**config.mk**
```make
export PLATFORM = sky130hd
export DESIGN_NAME = cp1251_to_utf8_transcoder
export DESIGN_NICKNAME = d
export VERILOG_FILES = /design/src/hdl/c2u_pkg.sv /design/src/hdl/cp1251_to_utf8_transcoder.sv
export VERILOG_INCLUDE_DIRS = /design/src /design/src/hdl
export SDC_FILE = /design/constraint.sdc
export NUM_CORES = 1
export LEC_CHECK = 0
export ABC_CLOCK_PERIOD_IN_PS = 3550
export BUFFER_PORTS_ARGS = -buffer_cell sky130_fd_sc_hd__buf_2
export CORE_ASPECT_RATIO = 0.6
export CORE_UTILIZATION = 35
export CTS_CLUSTER_DIAMETER = 200
export DETAILED_ROUTE_END_ITERATION = 16
export SLEW_MARGIN = 40
export SYNTH_ARGS = -nofsm -noshare
export SYNTH_HDL_FRONTEND = slang
export SYNTH_SLANG_ARGS = --single-unit
export TNS_END_PERCENT = 20
```
**constraint.sdc**
```tcl
create_clock -name clk_i -period 3.55 [get_ports clk_i]
set_input_delay 0.1775 -clock clk_i [delete_from_list [all_inputs] [get_ports clk_i]]
set_output_delay 0.1775 -clock clk_i [all_outputs]
set_load 0.02 [all_outputs]
```
**src/hdl/cp1251_to_utf8_transcoder_macros.svh**
```systemverilog
// Assertion macros for the Windows-1251 to UTF-8 transcoder.
`ifndef CP1251_TO_UTF8_TRANSCODER_MACROS_SVH
`define CP1251_TO_UTF8_TRANSCODER_MACROS_SVH
`ifndef SYNTHESIS
`define C2U_ASSERT(lbl, clk, rstn, prop, msg) \
  lbl: assert property (@(posedge clk) disable iff (!rstn) prop) else $error(msg);
`define C2U_NEVER(lbl, clk, rstn, cond, msg) \
  lbl: assert property (@(posedge clk) disable iff (!rstn) !(cond)) else $error(msg);
`else
`define C2U_ASSERT(lbl, clk, rstn, prop, msg)
`define C2U_NEVER(lbl, clk, rstn, cond, msg)
`endif
`endif

```
**src/hdl/c2u_pkg.sv**
```systemverilog
// Constants and code table for the Windows-1251 to UTF-8 transcoder.
package c2u_pkg;

  localparam int unsigned CountBits = 16;
  localparam int unsigned LimitBits = 16;
  localparam int unsigned CmpBits   = (CountBits > LimitBits) ? CountBits : LimitBits;
  localparam int unsigned ByteBits  = 8;
  localparam int unsigned CodeBits  = 3 * ByteBits;

  localparam logic [CountBits-1:0] CountMax = {CountBits{1'b1}};
  localparam logic [ByteBits-1:0]  TermByte = '0;

  typedef logic [ByteBits-1:0] byte_t;
  typedef logic [CodeBits-1:0] code_t;

  // UTF-8 bytes of codes 0x80..0xFF, first byte in bits 7:0, zero is undefined
  localparam code_t Utf8Tab [128] = '{
    24'h0082D0, 24'h0083D0, 24'h9A80E2, 24'h0093D1,
    24'h9E80E2, 24'hA680E2, 24'hA080E2, 24'hA180E2,
    24'hAC82E2, 24'hB080E2, 24'h0089D0, 24'hB980E2,
    24'h008AD0, 24'h008CD0, 24'h008BD0, 24'h008FD0,
    24'h0092D1, 24'h9880E2, 24'h9980E2, 24'h9C80E2,
    24'h9D80E2, 24'hA280E2, 24'h9380E2, 24'h9480E2,
    24'h000000, 24'hA284E2, 24'h0099D1, 24'hBA80E2,
    24'h009AD1, 24'h009CD1, 24'h009BD1, 24'h009FD1,
    24'h00A0C2, 24'h008ED0, 24'h009ED1, 24'h0088D0,
    24'h00A4C2, 24'h0090D2, 24'h00A6C2, 24'h00A7C2,
    24'h0081D0, 24'h00A9C2, 24'h0084D0, 24'h00ABC2,
    24'h00ACC2, 24'h00ADC2, 24'h00AEC2, 24'h0087D0,
    24'h00B0C2, 24'h00B1C2, 24'h0086D0, 24'h0096D1,
    24'h0091D2, 24'h00B5C2, 24'h00B6C2, 24'h00B7C2,
    24'h0091D1, 24'h9684E2, 24'h0094D1, 24'h00BBC2,
    24'h0098D1, 24'h0085D0, 24'h0095D1, 24'h0097D1,
    24'h0090D0, 24'h0091D0, 24'h0092D0, 24'h0093D0,
    24'h0094D0, 24'h0095D0, 24'h0096D0, 24'h0097D0,
    24'h0098D0, 24'h0099D0, 24'h009AD0, 24'h009BD0,
    24'h009CD0, 24'h009DD0, 24'h009ED0, 24'h009FD0,
    24'h00A0D0, 24'h00A1D0, 24'h00A2D0, 24'h00A3D0,
    24'h00A4D0, 24'h00A5D0, 24'h00A6D0, 24'h00A7D0,
    24'h00A8D0, 24'h00A9D0, 24'h00AAD0, 24'h00ABD0,
    24'h00ACD0, 24'h00ADD0, 24'h00AED0, 24'h00AFD0,
    24'h00B0D0, 24'h00B1D0, 24'h00B2D0, 24'h00B3D0,
    24'h00B4D0, 24'h00B5D0, 24'h00B6D0, 24'h00B7D0,
    24'h00B8D0, 24'h00B9D0, 24'h00BAD0, 24'h00BBD0,
    24'h00BCD0, 24'h00BDD0, 24'h00BED0, 24'h00BFD0,
    24'h0080D1, 24'h0081D1, 24'h0082D1, 24'h0083D1,
    24'h0084D1, 24'h0085D1, 24'h0086D1, 24'h0087D1,
    24'h0088D1, 24'h0089D1, 24'h008AD1, 24'h008BD1,
    24'h008CD1, 24'h008DD1, 24'h008ED1, 24'h008FD1
  };

endpackage

```
**src/hdl/cp1251_to_utf8_transcoder.sv**
```systemverilog
// Windows-1251 to UTF-8 transcoder, top level.
//
//   channel  direction  handshake             word
//   in       input      in_valid_i/in_stall_o  in_byte_i
//   out      output     out_valid_o/out_stall_i out_byte_o, last_of_run_o, string_end_o
//   cfg      input      cfg_valid_i/cfg_ready_o cfg_data_i (char_limit)
//
// An input word is registered, then translated into the result register once the
// previous run has drained or its last word is leaving; its 1 to 3 output words (1 for
// ASCII, 2 or 3 for high codes) then leave one per cycle while the output is not stalled.
// A dropped word or the undefined code leaves no output.
// Reset clears the limit, the character count and the closed flag.
// An output stall holds the result register; input is taken while its last word drains.
`include "cp1251_to_utf8_transcoder_macros.svh"

module cp1251_to_utf8_transcoder (
  input  logic                             clk_i,
  input  logic                             rst_ni,
  input  logic                             in_valid_i,
  output logic                             in_stall_o,
  input  logic [c2u_pkg::ByteBits-1:0]     in_byte_i,
  output logic                             out_valid_o,
  input  logic                             out_stall_i,
  output logic [c2u_pkg::ByteBits-1:0]     out_byte_o,
  output logic                             last_of_run_o,
  output logic                             string_end_o,
  input  logic                             cfg_valid_i,
  output logic                             cfg_ready_o,
  input  logic [c2u_pkg::LimitBits-1:0]    cfg_data_i
);
  import c2u_pkg::*;

  logic                 s1_vld_q, s1_vld_d;
  byte_t                s1_byte_q;
  logic [LimitBits-1:0] limit_q;
  logic [CountBits-1:0] count_q, count_d;
  logic                 closed_q, closed_d;
  code_t                res_q, res_d;
  logic [1:0]           rem_q, rem_d;
  logic                 res_end_q, res_end_d;

  logic  in_fire, out_fire, s1_adv;
  code_t code;
  code_t emit_data;
  logic [1:0] emit_n;
  logic  emit_end;
  logic  count_inc;
  logic  at_limit;

  assign cfg_ready_o = 1'b1;
  assign out_valid_o = (rem_q != 2'd0);
  assign out_byte_o  = res_q[ByteBits-1:0];
  assign last_of_run_o = (rem_q == 2'd1);
  assign string_end_o  = res_end_q;

  assign out_fire = out_valid_o && !out_stall_i;
  assign s1_adv   = s1_vld_q && ((rem_q == 2'd0) || ((rem_q == 2'd1) && out_fire));
  assign in_stall_o = s1_vld_q && !s1_adv;
  assign in_fire  = in_valid_i && !in_stall_o;

  assign code     = Utf8Tab[s1_byte_q[ByteBits-2:0]];
  assign at_limit = (limit_q != '0) && (CmpBits'(count_q) >= CmpBits'(limit_q));

  always_comb begin
    emit_data = '0;
    emit_n    = 2'd0;
    emit_end  = 1'b0;
    count_inc = 1'b0;
    closed_d  = closed_q;
    count_d   = count_q;
    if (s1_byte_q == TermByte) begin
      closed_d = 1'b0;
      count_d  = '0;
      if (!closed_q) begin
        emit_n   = 2'd1;
        emit_end = 1'b1;
      end
    end else if (closed_q) begin
      emit_n = 2'd0;
    end else if (at_limit) begin
      closed_d = 1'b1;
      emit_n   = 2'd1;
      emit_end = 1'b1;
    end else if (!s1_byte_q[ByteBits-1]) begin
      emit_data = CodeBits'(s1_byte_q);
      emit_n    = 2'd1;
      count_inc = 1'b1;
    end else if (code != '0) begin
      emit_data = code;
      emit_n    = (code[CodeBits-1 -: ByteBits] != '0) ? 2'd3 : 2'd2;
      count_inc = 1'b1;
    end
    if (count_inc && (count_q != CountMax)) begin
      count_d = count_q + 1'b1;
    end
  end

  always_comb begin
    res_d     = res_q;
    rem_d     = rem_q;
    res_end_d = res_end_q;
    if (s1_adv) begin
      res_d     = emit_data;
      rem_d     = emit_n;
      res_end_d = emit_end;
    end else if (out_fire) begin
      res_d = res_q >> ByteBits;
      rem_d = rem_q - 2'd1;
    end
  end

  assign s1_vld_d = in_fire ? 1'b1 : (s1_adv ? 1'b0 : s1_vld_q);

  always_ff @(posedge clk_i or negedge rst_ni) begin
    if (!rst_ni) begin
      s1_vld_q  <= 1'b0;
      limit_q   <= '0;
      count_q   <= '0;
      closed_q  <= 1'b0;
      rem_q     <= 2'd0;
      res_end_q <= 1'b0;
    end else begin
      s1_vld_q  <= s1_vld_d;
      rem_q     <= rem_d;
      res_end_q <= res_end_d;
      if (cfg_valid_i && cfg_ready_o) begin
        limit_q <= cfg_data_i;
      end
      if (s1_adv) begin
        count_q  <= count_d;
        closed_q <= closed_d;
      end
    end
  end

  always_ff @(posedge clk_i) begin
    res_q <= res_d;
    if (in_fire) begin
      s1_byte_q <= in_byte_i;
    end
  end

  `C2U_ASSERT(a_term_shape, clk_i, rst_ni,
    (out_valid_o && string_end_o) |-> (out_byte_o == TermByte && last_of_run_o),
    "terminator word must be a single zero byte")
  `C2U_ASSERT(a_stall_needs_item, clk_i, rst_ni, in_stall_o |-> s1_vld_q,
    "input stalled with empty input register")
  `C2U_ASSERT(a_close_sends_term, clk_i, rst_ni,
    $rose(closed_q) |-> (out_valid_o && string_end_o && last_of_run_o),
    "string closed without a terminator queued")
  `C2U_NEVER(a_long_term, clk_i, rst_ni, (rem_q > 2'd1) && res_end_q,
    "terminator marked on a multi-byte run")

endmodule
```
==> metrics.txt <==
Post-synth EDFFs=30; min cycle time layout=3.38 ns; clock tree buffer depth=2; routed len/inst=17.8 um; Clk pin slew, worst setup/hold paths=0.05 ns; port bufs=40; power per cell area=706 mW/mm^2; Die Wd=150 um; Worst setup EP type=register; Setup crit start kind=register; FP Rows=31; gp weighted congestion=0.988; FF-to-FF path depth=9; setup violators final=0; sequential share of the synthesized area=0.400; first-pass GRT wire length=20400 um; initial DRC count=463; static leakage=2.35 nW; crit path kind=register to register; Synth cell types=75; synthesized area=0.00457 mm^2; WHS Path Cells=1; Worst Hold Path EP=s1_byte_q[4]; Yosys Warn Count=0; Slew Limit Headroom=0.426; placed insts=697; layout cells sized above 1=0.173; initial antenna violation count=0; post-route ant nets=0; CTS sink cnt=67; commonest non-fill, non-tap cell in the layout=nand2_1; Worst R2R End=count_q[10]; worst clock skew=0.00835 ns; post-route DRC violation count=0; Vias=4010; Slew Limit Fails=0; number of global-route vias before repair=3690; Worst-Margin Slew=0.861 ns; FF/Latch Area=0.00183 mm^2; dpl cell area=0.00495 mm^2; total wire length=12700 um; Min-Delay Path Class=primary input to register; TritonCTS Buffers=9; Die ar.=0.0135 mm^2; Antenna Cells=0; Worst EP required=3.77 ns; ys async rst share=0.552; Final #Nets=603; period utilisation layout=0.953; max-cap check violation count=0; Total Routing Usage GR=0.198; most frequent cells in the layout=58 x nand2_1, 43 x nor2_1, 39 x buf_2; Avg Inst Size Synth=9.00 um^2; I/O Pins=42; TNS Setup=0 ns; status=complete, no violations; Initial Util=0.369; Final Hold Fails=0; final instance area=0.00528 mm^2; Post-Syn Instances=508; post-CTS sizing=0; Worst Path Arrival=3.60 ns; Mapped Nets=567; TritonCTS clock tree=built; post-layout util=0.427; cts hold-fix bufs=1; TritonRoute pass-1 iters=5; hold_sp=in_byte_i[4]; Fmax=295 MHz; setup slack, reg-to-reg=0.17 ns; largest net degree at the start of global routing=42; RSZ-0062 raised after global routing=no; worst skew pair latency=0.34 ns; Non-Filler Instances=714; worst-path maximum fanout=14; hpwl dp=9620 um; total gr overflow=0; DIE HEIGHT=90.5 um; vias per cell=5.62; Peak supply drop=0.000448 V; flops & latches, synth=67; Top FF cell, synth=dfrtp_1; area of the multi-input gates=0.00241 mm^2; Core Box Area=0.0124 mm^2; filler cell count=1194; Post-CTS Setup Inserts=0; clk root buf=clkbuf_16; area delta synth->final=15.6%; # H-tree levels=3; Critical R2R Launch=s1_byte_q[1]
[metrics by stage]
stage               total power, mW  setup WS, ns  hold slack (ns)
detailed placement             2.73         0.308            0.176
finish                         3.73         0.165           0.0145
global route                   3.95        0.0858          0.00556
floorplan                      2.32         0.455           -0.118
CTS                            3.72         0.280          0.00477
global placement               2.73         0.339            0.329
[final cells by class]
cell class / instances / area share
Timing Repair Buffer: 60 / 0.0720
Multi-Input combinational cell: 371 / 0.457
Clock inverter: 7 / 0.0187
Sequential cell: 67 / 0.346
Inverter: 35 / 0.0249
Clock buffer: 9 / 0.0426
Tap cell: 165 / 0.0391
[critical path: stages (launching register included)]
cell,delay (ns)
edfxtp_1,0.66
inv_1,0.23
ha_1,0.46
mux2i_1,0.12
a32oi_1,0.31
o211ai_1,0.19
or3b_1,0.55
o211a_4,0.32
nor2b_4,0.13
mux2_4,0.29
[layer usage]
metal / up-vias / part of all wire / GRT usage
met5: - / 0 / 0
met4: 0 / 0.011 / 0.0536
met3: 11 / 0.10 / 0.0616
met2: 188 / 0.35 / 0.233
met1: 1903 / 0.53 / 0.325
li1: 1908 / - / -
[kinds of logic (layout without fill, tap and decap cells)]
family	Yosys count	after routing	share of synthesized area
simple gates	181	181	0.194
compound gates	143	143	0.212
buf+inv	70	111	0.0731
flops	67	67	0.400
fa+ha+maj	30	30	0.0821
mux	12	12	0.0304
xor+xnor	4	4	0.00767
other cells	1	1	0.000820
[how the worst max path moves through the flow]
stage          depth (start not counted)           to          from  slack, ns
2_1_floorplan                          5     rem_q[1]      rem_q[0]       0.46
3_3_place_gp                          11    res_q[17]  s1_byte_q[1]       0.34
3_5_place_dp                           9  count_q[10]  s1_byte_q[1]       0.31
4_1_cts                                9  count_q[10]  s1_byte_q[1]       0.28
5_1_grt                               11    res_q[17]  s1_byte_q[1]       0.09
6_report                               9  count_q[10]  s1_byte_q[1]       0.17
[sequential cells by signal, summed over array words and instances (netlist names)]
| register | cells |
|---|---|
| limit_q | 16 |
| count_q | 16 |
| rem_q | 2 |
| s1_byte_q | 8 |
| closed_q | 1 |
| res_q | 22 |
| string_end_o | 1 |
| s1_vld_q | 1 |
[cells in the mapped netlist, types with 4 or more instances]
master,instances,area [um^2]
clkbuf_1,13,48.8
buf_2,6,30.0
nor2b_1,5,31.3
o22ai_1,4,25.0
ha_1,30,375
a211oi_1,6,45.0
buf_4,11,82.6
nor3_1,4,20.0
and3_1,9,56.3
edfxtp_1,30,901
mux2i_1,9,90.1
nand3_1,12,60.1
nor2_1,43,161
nand2b_1,13,81.3
o21ai_0,39,195
and2_1,5,31.3
dfrtp_1,37,926
o211ai_1,6,45.0
a21oi_1,31,155
a221o_1,4,40.0
nor4_1,4,25.0
a221oi_1,4,35.0
nand4_1,9,56.3
inv_1,33,124
nand2_1,58,218
or2_2,5,31.3
a22o_1,9,78.8
[where the power goes]
part | switching, mW | total [mW] | leakage, nW | internal, mW
Clock | 0.356 | 0.975 | 0.156 | 0.619
Combinational | 0.918 | 1.48 | 1.45 | 0.559
Sequential | 0.180 | 1.28 | 0.751 | 1.10
Total | 1.45 | 3.73 | 2.35 | 2.28
(Power assumes the default switching activity.)
